==> src/rtl/fbs_pkg.sv <==
package fbs_pkg;

    localparam int unsigned BlockBytes   = 16;
    localparam int unsigned DataW        = 8 * BlockBytes;
    localparam int unsigned SumW         = 8;
    localparam int unsigned InTdataW     = DataW;
    localparam int unsigned OutTdataW    = DataW + SumW;
    localparam int unsigned DefGroupBlks = 32;
    localparam int unsigned RotBytes     = 4;

    typedef logic [BlockBytes-1:0][7:0] t_block;

    localparam t_block KEY = {
        8'h61, 8'h74, 8'h73, 8'h4d, 8'h84, 8'h25, 8'h46, 8'ha3,
        8'h4e, 8'h35, 8'h6b, 8'h49, 8'h43, 8'hc4, 8'h36, 8'h7a
    };

endpackage

==> src/rtl/fbs_lanes.sv <==
module fbs_lanes (
    input  logic           i_encode,
    input  fbs_pkg::t_block i_src,
    input  fbs_pkg::t_block i_chain,
    output fbs_pkg::t_block o_res,
    output fbs_pkg::t_block o_chain_next,
    output logic [7:0]     o_plain_sum
);
    import fbs_pkg::*;

    t_block     keyed;
    t_block     plain;
    logic [7:0] s8 [8];
    logic [7:0] s4 [4];
    logic [7:0] s2 [2];

    always_comb begin
        for (int i = 0; i < BlockBytes; i++) begin
            if (i_encode) begin
                keyed[i] = i_src[(i + BlockBytes - RotBytes) % BlockBytes] ^ i_chain[i];
                o_res[i] = keyed[i] ^ KEY[i];
                plain[i] = i_src[i];
            end else begin
                keyed[i] = i_src[i] ^ KEY[i];
                plain[i] = keyed[i] ^ i_chain[i];
                o_res[i] = 8'h00;
            end
        end
        if (!i_encode) begin
            for (int j = 0; j < BlockBytes; j++) begin
                o_res[j] = plain[(j + RotBytes) % BlockBytes];
            end
        end
        o_chain_next = keyed;
    end

    always_comb begin
        for (int i = 0; i < 8; i++) begin
            s8[i] = plain[2*i] + plain[2*i+1];
        end
        for (int i = 0; i < 4; i++) begin
            s4[i] = s8[2*i] + s8[2*i+1];
        end
        for (int i = 0; i < 2; i++) begin
            s2[i] = s4[2*i] + s4[2*i+1];
        end
        o_plain_sum = s2[0] + s2[1];
    end

endmodule

==> src/rtl/firmware_block_scrambler_top.sv <==
// An accepted input word passes the input register, then the result register.
// Throughput: one word per cycle unless output stalls; chain updated once per word.
// The input register takes a new word whenever the result register is free or drains.
// Reset is synchronous and active low; it clears the valid flags, the mode,
// the chain bytes, the block count and the running sum.
module firmware_block_scrambler_top #(
    parameter int unsigned GROUP_BLOCKS = fbs_pkg::DefGroupBlks
) (
    input  logic                           i_clk,
    input  logic                           i_rst_n,
    input  logic                           i_cfg_we,
    input  logic                           i_cfg_wdata,
    input  logic                           i_s_tvalid,
    output logic                           o_s_tready,
    // Fields from bit 0: data_low, data_high.
    input  logic [fbs_pkg::InTdataW-1:0]   i_s_tdata,
    // Fields from bit 0: restart.
    input  logic                           i_s_tuser,
    output logic                           o_m_tvalid,
    input  logic                           i_m_tready,
    // Fields from bit 0: out_low, out_high, checksum.
    output logic [fbs_pkg::OutTdataW-1:0]  o_m_tdata,
    // Fields from bit 0: checksum_valid.
    output logic                           o_m_tuser
);
    import fbs_pkg::*;

    localparam int unsigned IdxW = (GROUP_BLOCKS > 1) ? $clog2(GROUP_BLOCKS) : 1;

    logic                 r_mode;
    logic                 r_s1_valid;
    t_block               r_s1_data;
    logic                 r_s1_restart;
    logic                 r_m_valid;
    logic [OutTdataW-1:0] r_m_data;
    logic                 r_m_csv;
    t_block               r_chain;
    logic [IdxW-1:0]      r_idx;
    logic [SumW-1:0]      r_sum;

    logic                 adv;
    logic                 s_ready;
    t_block               chain_use;
    logic [IdxW-1:0]      idx_use;
    logic [SumW-1:0]      sum_use;
    t_block               res;
    t_block               chain_next;
    logic [SumW-1:0]      plain_sum;
    logic [SumW-1:0]      n_sum;
    logic                 closes;

    assign adv     = r_s1_valid && (!r_m_valid || i_m_tready);
    assign s_ready = !r_s1_valid || adv;

    assign chain_use = r_s1_restart ? '0 : r_chain;
    assign idx_use   = r_s1_restart ? '0 : r_idx;
    assign sum_use   = r_s1_restart ? '0 : r_sum;
    assign n_sum     = sum_use + plain_sum;
    assign closes    = (idx_use == IdxW'(GROUP_BLOCKS - 1));

    fbs_lanes u_lanes (
        .i_encode     (r_mode),
        .i_src        (r_s1_data),
        .i_chain      (chain_use),
        .o_res        (res),
        .o_chain_next (chain_next),
        .o_plain_sum  (plain_sum)
    );

    always_ff @(posedge i_clk) begin
        if (!i_rst_n) begin
            r_mode     <= 1'b0;
            r_s1_valid <= 1'b0;
            r_m_valid  <= 1'b0;
            r_chain    <= '0;
            r_idx      <= '0;
            r_sum      <= '0;
        end else begin
            if (i_cfg_we) begin
                r_mode <= i_cfg_wdata;
            end
            if (s_ready) begin
                r_s1_valid <= i_s_tvalid;
            end
            if (adv) begin
                r_m_valid <= 1'b1;
                if (closes) begin
                    r_chain <= '0;
                    r_idx   <= '0;
                    r_sum   <= '0;
                end else begin
                    r_chain <= chain_next;
                    r_idx   <= idx_use + IdxW'(1);
                    r_sum   <= n_sum;
                end
            end else if (i_m_tready) begin
                r_m_valid <= 1'b0;
            end
        end
    end

    always_ff @(posedge i_clk) begin
        if (s_ready && i_s_tvalid) begin
            r_s1_data    <= i_s_tdata;
            r_s1_restart <= i_s_tuser;
        end
        if (adv) begin
            r_m_data <= {(closes ? n_sum : '0), res};
            r_m_csv  <= closes;
        end
    end

    assign o_s_tready = s_ready;
    assign o_m_tvalid = r_m_valid;
    assign o_m_tdata  = r_m_data;
    assign o_m_tuser  = r_m_csv;

endmodule

==> config.mk <==
export PLATFORM = sky130hd
export DESIGN_NAME = firmware_block_scrambler_top
export DESIGN_NICKNAME = d
export VERILOG_FILES = /design/src/rtl/fbs_pkg.sv /design/src/rtl/fbs_lanes.sv /design/src/rtl/firmware_block_scrambler_top.sv
export SDC_FILE = /design/constraint.sdc
export NUM_CORES = 1
export LEC_CHECK = 0
export BUFFER_PORTS_ARGS = -buffer_cell sky130_fd_sc_hd__buf_2
export CORE_ASPECT_RATIO = 2
export CORE_MARGIN = 3
export CORE_UTILIZATION = 50
export DETAILED_ROUTE_END_ITERATION = 7
export GPL_ROUTABILITY_DRIVEN = 0
export PLACE_DENSITY = 0.7
export SYNTH_ARGS = -nofsm -noshare
export SYNTH_HDL_FRONTEND = slang
export SYNTH_SLANG_ARGS = --single-unit
export TNS_END_PERCENT = 30
==> constraint.sdc <==
create_clock -name i_clk -period 11.3 [get_ports i_clk]
set_clock_uncertainty 0.05 [all_clocks]
set_input_delay 1.13 -clock i_clk [delete_from_list [all_inputs] [get_ports i_clk]]
set_output_delay 1.13 -clock i_clk [all_outputs]
set_load 0.05 [all_outputs]
==> reports/metrics.yaml, run 1 <==
finalNetCount: 2682
antenna_found_initial: 2
drive_above_1_share_pct: 15.4
path_max_fanout: 58
drc_errors: 0
pre_cts_ws_ps: 4250
area_growth_syn_to_layout_pct: 12.4
die-height_um: 312
synth.avg_cell_area_um2: 10.3
cts_max_path_buffers: 3
hp-start: "r_chain[0]"
status: "finished, final reports clean"
cp_common_cell: "fa_1"
vias_per_cell: 5.57
crit_chain: "buf_4 > nor2_4 > buf_4 > nand2_1 > xnor2_1 > fa_1 > inv_1 > fa_1 > inv_1 > fa_1 > fa_1 > fa_1 > inv_1 > fa_1 > inv_1 > ha_1 > a21oi_1 > nor2b_1 > o21ai_0 > a21oi_1 > xnor3_1 > xnor3_1 > nor2b_1"
yosysTopAreaCell: "edfxtp_1"
switchingPower_mw: 3.07
cts.clk_slew.worst_paths_ps: 70
clock_latency_ps: 570
cts_sinks: 410
p_leak_nw: 9.52
syn_area_um2: 23400
critPathBufInv: 6
swShare_pct: 41.6
core_um2: 46100
syn_nets: 2524
peakVddDrop_uv: 818
path_class: "flip-flop to flip-flop"
cts_root_buf: "clkbuf_16"
cts_tree: "yes"
critPathLaunchType: "flip-flop"
synthArstFlopShare_pct: 0
cts_setup_buffers: 0
synthFlopType: "edfxtp_1"
layout_min_cycle_time_ps: 7110
fp-row-count: 111
min_path_type: "flip-flop to flip-flop"
synth_seq_cells: 410
htreeDepth: 2
layout_commonest_cell: "nand2_1"
yosysTopAreaCellShare_pct: 34.1
wl_per_cell_um: 21.0
yosysSeqAreaShare_pct: 46.4
critPathArrivalTime_ps: 7370
dr.pass1.iters: 7
worst_r2r_path_depth: 23
hold_depth: 2
grt-ovfl-total: 0
hold_end: "r_chain[0]"
antenna_left: 0
worstReg2RegStart: "r_mode"
critPathTopFamily: "adder cells"
synthTopCellsByArea: "edfxtp_1 34%, dfxtp_1 12%, fa_1 8.0%"
hpwl_um: 45700
slew_headroom_pct: 32.5
seq_power_share_pct: 24.4
port_buffers: 273
initial_core_util_pct: 50.8
power.total_mw: 7.39
grt_pass1_vias: 17600
grt_max_degree: 192
combPwrFrac_pct: 57.1
fp.dieW_um: 159
grt_pass1_wl_um: 101000
reg2reg_slack_ps: 4190
ys_types: 49
end_kind: "flip-flop"
ctsHoldBuffers: 0
wirelength_um: 65000
grt_setup_unrepaired: "false"
finalSetupViolCount: 0
netlist_instances: 2280
fmax_mhz: 141
yosys_warnings: 0
critPathSlowestCell: "buf_4"
cp-startpoint: "r_mode"
grt.total_usage_pct: 25.7
synth_edf_count: 266
period_share_pct: 62.9
maxCapViolations: 0
max_stage_delay_ps: 600
fillers: 4077
numCtsBuffers: 39
ctsResizeCount: 0
reg2reg_to: "o_m_tdata[135]"
drv_slew: 0
p_int_mw: 4.31
die_area_um2: 49600
antenna-diode-count: 0
mostFrequentLayoutCells: "316 x nand2_1, 272 x buf_2, 266 x edfxtp_1"
p_clk_share_pct: 18.5
power.density_nw_per_um2: 281
worstMarginPinSlew_ps: 1010
io_pins: 274
fin_setup_tns_ps: 0
required_ps: 11560
drt_first_iter_violations: 1084
worst_slack_ps: 4190
num_vias: 17200
final_hold_viol_count: 0
[registers in the layout (all words and copies together), names as in the netlist]
signal,cells
r_chain,128
r_mode,1
r_s1_restart,1
o_m_tvalid,1
o_m_tdata,136
o_m_tuser,1
r_s1_data,128
r_idx,5
r_s1_valid,1
r_sum,8
[power by group through the flow]
stage | logic, mW | registers (mW) | clock network [mW]
after CTS | 4.28 | 1.80 | 1.40
after detailed placement | 4.25 | 1.83 | 0
after floorplan | 2.93 | 1.90 | 0
final | 4.22 | 1.80 | 1.36
after global placement | 4.18 | 1.83 | 0
after global routing | 4.63 | 1.81 | 1.45
[per-stage QoR]
stage	instance area [µm²]	std cells	utilization [%]	hold slack [ps]
3_5_place_dp	25000	3018	54.3	405
6_report	26300	3090	57.1	411
2_1_floorplan	23400	2280	-	386
4_1_cts	26300	3090	57.1	414
5_1_grt	26300	3090	57.1	440
3_3_place_gp	25000	3018	54.3	398
[how the worst max path moves through the flow]
stage	to	slack, ps	cells after the start
after global routing	o_m_tdata[135]	3780	23
after CTS	o_m_tdata[135]	4180	23
final	o_m_tdata[135]	4190	23
after global placement	o_m_tdata[135]	4290	23
after detailed placement	o_m_tdata[135]	4250	23
after floorplan	o_m_tdata[135]	5010	23
[routing by layer]
layer / vias to the layer above / wire length [µm] / part of all wire (%) / track usage [%]
li1: 8051 / - / - / -
met1: 8415 / 24600 / 38 / 30.1
met2: 606 / 33900 / 52 / 46.8
met3: 144 / 3170 / 4.9 / 3.16
met4: 4 / 3340 / 5.1 / 11.7
met5: - / 27 / 0.042 / 0
[synth_stat cells (49+ instances only)]
library cell	n
nand2_1	316
edfxtp_1	266
nor2b_1	227
xnor2_1	202
nor2_1	145
dfxtp_1	144
clkbuf_1	116
fa_1	93
inv_1	92
xor2_1	79
a21boi_0	74
o21ai_0	69
a21oi_1	68
o211ai_1	65
a32oi_1	49
[cell type report]
type	instances	area, µm²	area share [%]
Timing Repair Buffer	293	1530	5.82
Sequential cell	410	10900	41.3
Tap cell	621	777	2.95
Clock buffer	44	995	3.78
Multi-Input combinational cell	1600	11500	43.6
Clock inverter	28	297	1.13
Inverter	94	359	1.36
[tightest hold or removal path, stage by stage, from the launching register on]
cell and delay, ps:
dfxtp_1 320, nand2_1 50, a21boi_1 50
[kinds of logic after synthesis]
family	share of synthesized area, %
DFF	46.4
AOI/OAI and AO/OA	13.4
xor gates and xnor gates	10.9
muxes	0.898
and+or+nand+nor	14.9
adders and majority gates	8.81
buffers and inverters	4.61
No activity file was read; power rests on OpenSTA's default activity.
==> inputs of run 2 (changes only) <==
Clock period 11.3 ns to 7 ns, I/O delays scaled along.
==> run 2 against run 1 <==
Against the previous run:
- sequential power up 62%
- register-to-register slack got worse by 3600 ps
- highest routed layer unchanged
- sequential cell count unchanged
- die area did not move
- non-clock buffer count is the same
- maximum frequency is 10% higher
- largest cell class unchanged
- final cell count increased by 0.13%
- hold slack worse by 150 ps
- power is 58% higher
- via count is 0.50% higher
- critical path type unchanged
==> reports/metrics.yaml, run 2 (synthesized netlist as in run 1, its figures left out) <==
layout_commonest_cell: "nand2_1"  # unchanged
path_max_fanout: 105  # was 58
slew_headroom_pct: 39.4  # was 32.5%
grt_pass1_wl_um: 100000  # was 101,000 µm
cts_root_buf: "clkbuf_16"  # unchanged
io_pins: 274  # unchanged
die_area_um2: 49600  # unchanged
worst_slack_ps: 565  # was 4190 ps
final_area_um2: 26400  # was 26,300 µm²
area_growth_syn_to_layout_pct: 12.9  # was 12.4%
layout_min_cycle_time_ps: 6430  # was 7110 ps
critPathLaunchType: "flip-flop"  # unchanged
end_kind: "flip-flop"  # unchanged
numCtsBuffers: 40  # was 39
clock_latency_ps: 570  # about the same
wl_per_cell_um: 21.0  # about the same
pre_cts_ws_ps: 582  # was 4250 ps
htreeDepth: 2  # unchanged
power.density_nw_per_um2: 441  # was 281 nW/µm²
critPathArrivalTime_ps: 6700  # was 7370 ps
drc_errors: 0  # unchanged
m1WireLength_um: 23700  # was 24,600 µm
fp-row-count: 111  # unchanged
wirelength_um: 64900  # was 65,000 µm
mostFrequentLayoutCells: "316 x nand2_1, 272 x buf_2, 266 x edfxtp_1"  # unchanged
cts_sinks: 410  # unchanged
fmax_mhz: 155  # was 141 MHz
grt-ovfl-total: 0  # unchanged
grt_pass1_vias: 17400  # was 17,600
grt.total_usage_pct: 25.7  # about the same
critPathBufInv: 5  # was 6
critPathSlowestCell: "fa_1"  # was buf_4
ctsHoldBuffers: 0  # unchanged
hpwl_um: 46000  # was 45,700 µm
num_vias: 17300  # was 17,200
vias_per_cell: 5.59  # was 5.57
cp_common_cell: "fa_1"  # unchanged
finalNetCount: 2683  # was 2,682
top_layer: "met5"  # unchanged
port_buffers: 273  # unchanged
antenna_left: 0  # unchanged
met2_length_um: 34300  # was 33,900 µm
cts_setup_buffers: 0  # unchanged
cts.clk_slew.worst_paths_ps: 70  # about the same
finalSetupViolCount: 0  # unchanged
required_ps: 7260  # was 11,560 ps
max_stage_delay_ps: 570  # was 600 ps
p_leak_nw: 9.57  # was 9.52 nW
peakVddDrop_uv: 1140  # was 818 µV
period_share_pct: 91.9  # was 62.9%
grt_max_degree: 133  # was 192
initial_core_util_pct: 50.8  # unchanged
core_um2: 46100  # unchanged
wl_met3_um: 3510  # was 3170 µm
drv_slew: 0  # unchanged
dr.pass1.iters: 7  # unchanged
drive_above_1_share_pct: 15.5  # was 15.4%
ctsResizeCount: 0  # unchanged
fp.dieW_um: 159  # unchanged
critPathTopFamily: "adder cells"  # unchanged
antenna_found_initial: 2  # unchanged
die-height_um: 312  # unchanged
drt_first_iter_violations: 1125  # was 1,084
final_hold_viol_count: 0  # unchanged
min_path_type: "input pin to flip-flop"  # was flip-flop to flip-flop
placed_cell_area_um2: 25100  # was 25,000 µm²
maxCapViolations: 0  # unchanged
worstMarginPinSlew_ps: 910  # was 1010 ps
cts_tree: "yes"  # unchanged
crit_chain: "buf_12 > nor2b_1 > nor2_1 > xor2_1 > fa_1 > inv_1 > fa_1 > inv_1 > fa_1 > fa_1 > fa_1 > inv_1 > fa_1 > inv_1 > ha_1 > a21oi_1 > nor2b_1 > o21ai_0 > a21oi_1 > xnor3_1 > xnor3_1 > nor2b_1"  # was buf_4 > nor2_4 > buf_4 > nand2_1 > xnor2_1 > fa_1 > inv_1 > fa_1 > inv_1 > fa_1 > fa_1 > fa_1 > inv_1 > fa_1 > inv_1 > ha_1 > a21oi_1 > nor2b_1 > o21ai_0 > a21oi_1 > xnor3_1 > xnor3_1 > nor2b_1
grt_setup_unrepaired: "false"  # unchanged
status: "finished, final reports clean"  # unchanged
cts_max_path_buffers: 3  # unchanged
fin_setup_tns_ps: 0  # unchanged
path_class: "flip-flop to flip-flop"  # unchanged
largest_reg_flops: 136  # unchanged
## run 2: layout make-up
type	count	area, µm²
Fill cell	4027	19700
Inverter	94	359
Multi-Input combinational cell	1600	11500
Antenna cell	2	5.00
Sequential cell	410	10900
Clock inverter	25	258
Clock buffer	49	1100
Timing Repair Buffer	293	1580
Tap cell	621	777
## run 2: worst paths after layout
path	start	cells past startpoint	slack [ps]	endpoint
max	r_s1_restart	22	570	o_m_tdata[135]
min	i_s_tdata[91]	1	260	r_s1_data[91]
max reg2reg	r_s1_restart	22	570	o_m_tdata[135]
min reg2reg	r_chain[75]	2	410	r_chain[75]
## run 2: power by group
part,switching (mW),internal [mW]
Clock,0.986,1.25
Sequential,0.140,2.77
Combinational,3.66,2.87
## run 2: per-stage QoR
| stage | hold slack, ps | cells | utilization, % | power [mW] |
|---|---|---|---|---|
| final | 261 | 3094 | 57.3 | 11.7 |
| after CTS | 232 | 3092 | 57.3 | 11.8 |
| after floorplan | 386 | 2280 | - | 7.80 |
| after global placement | 396 | 3018 | 54.4 | 9.37 |
| after global routing | 244 | 3092 | 57.3 | 12.5 |
| after detailed placement | 403 | 3018 | 54.4 | 9.57 |
## run 2: routing by layer
metal  GRT usage (%)  vias to the layer above
li1                -                     8056
met1            29.4                     8501
met2            47.2                      605
met3            3.49                      142
met4            11.9                        2
met5               0                        -
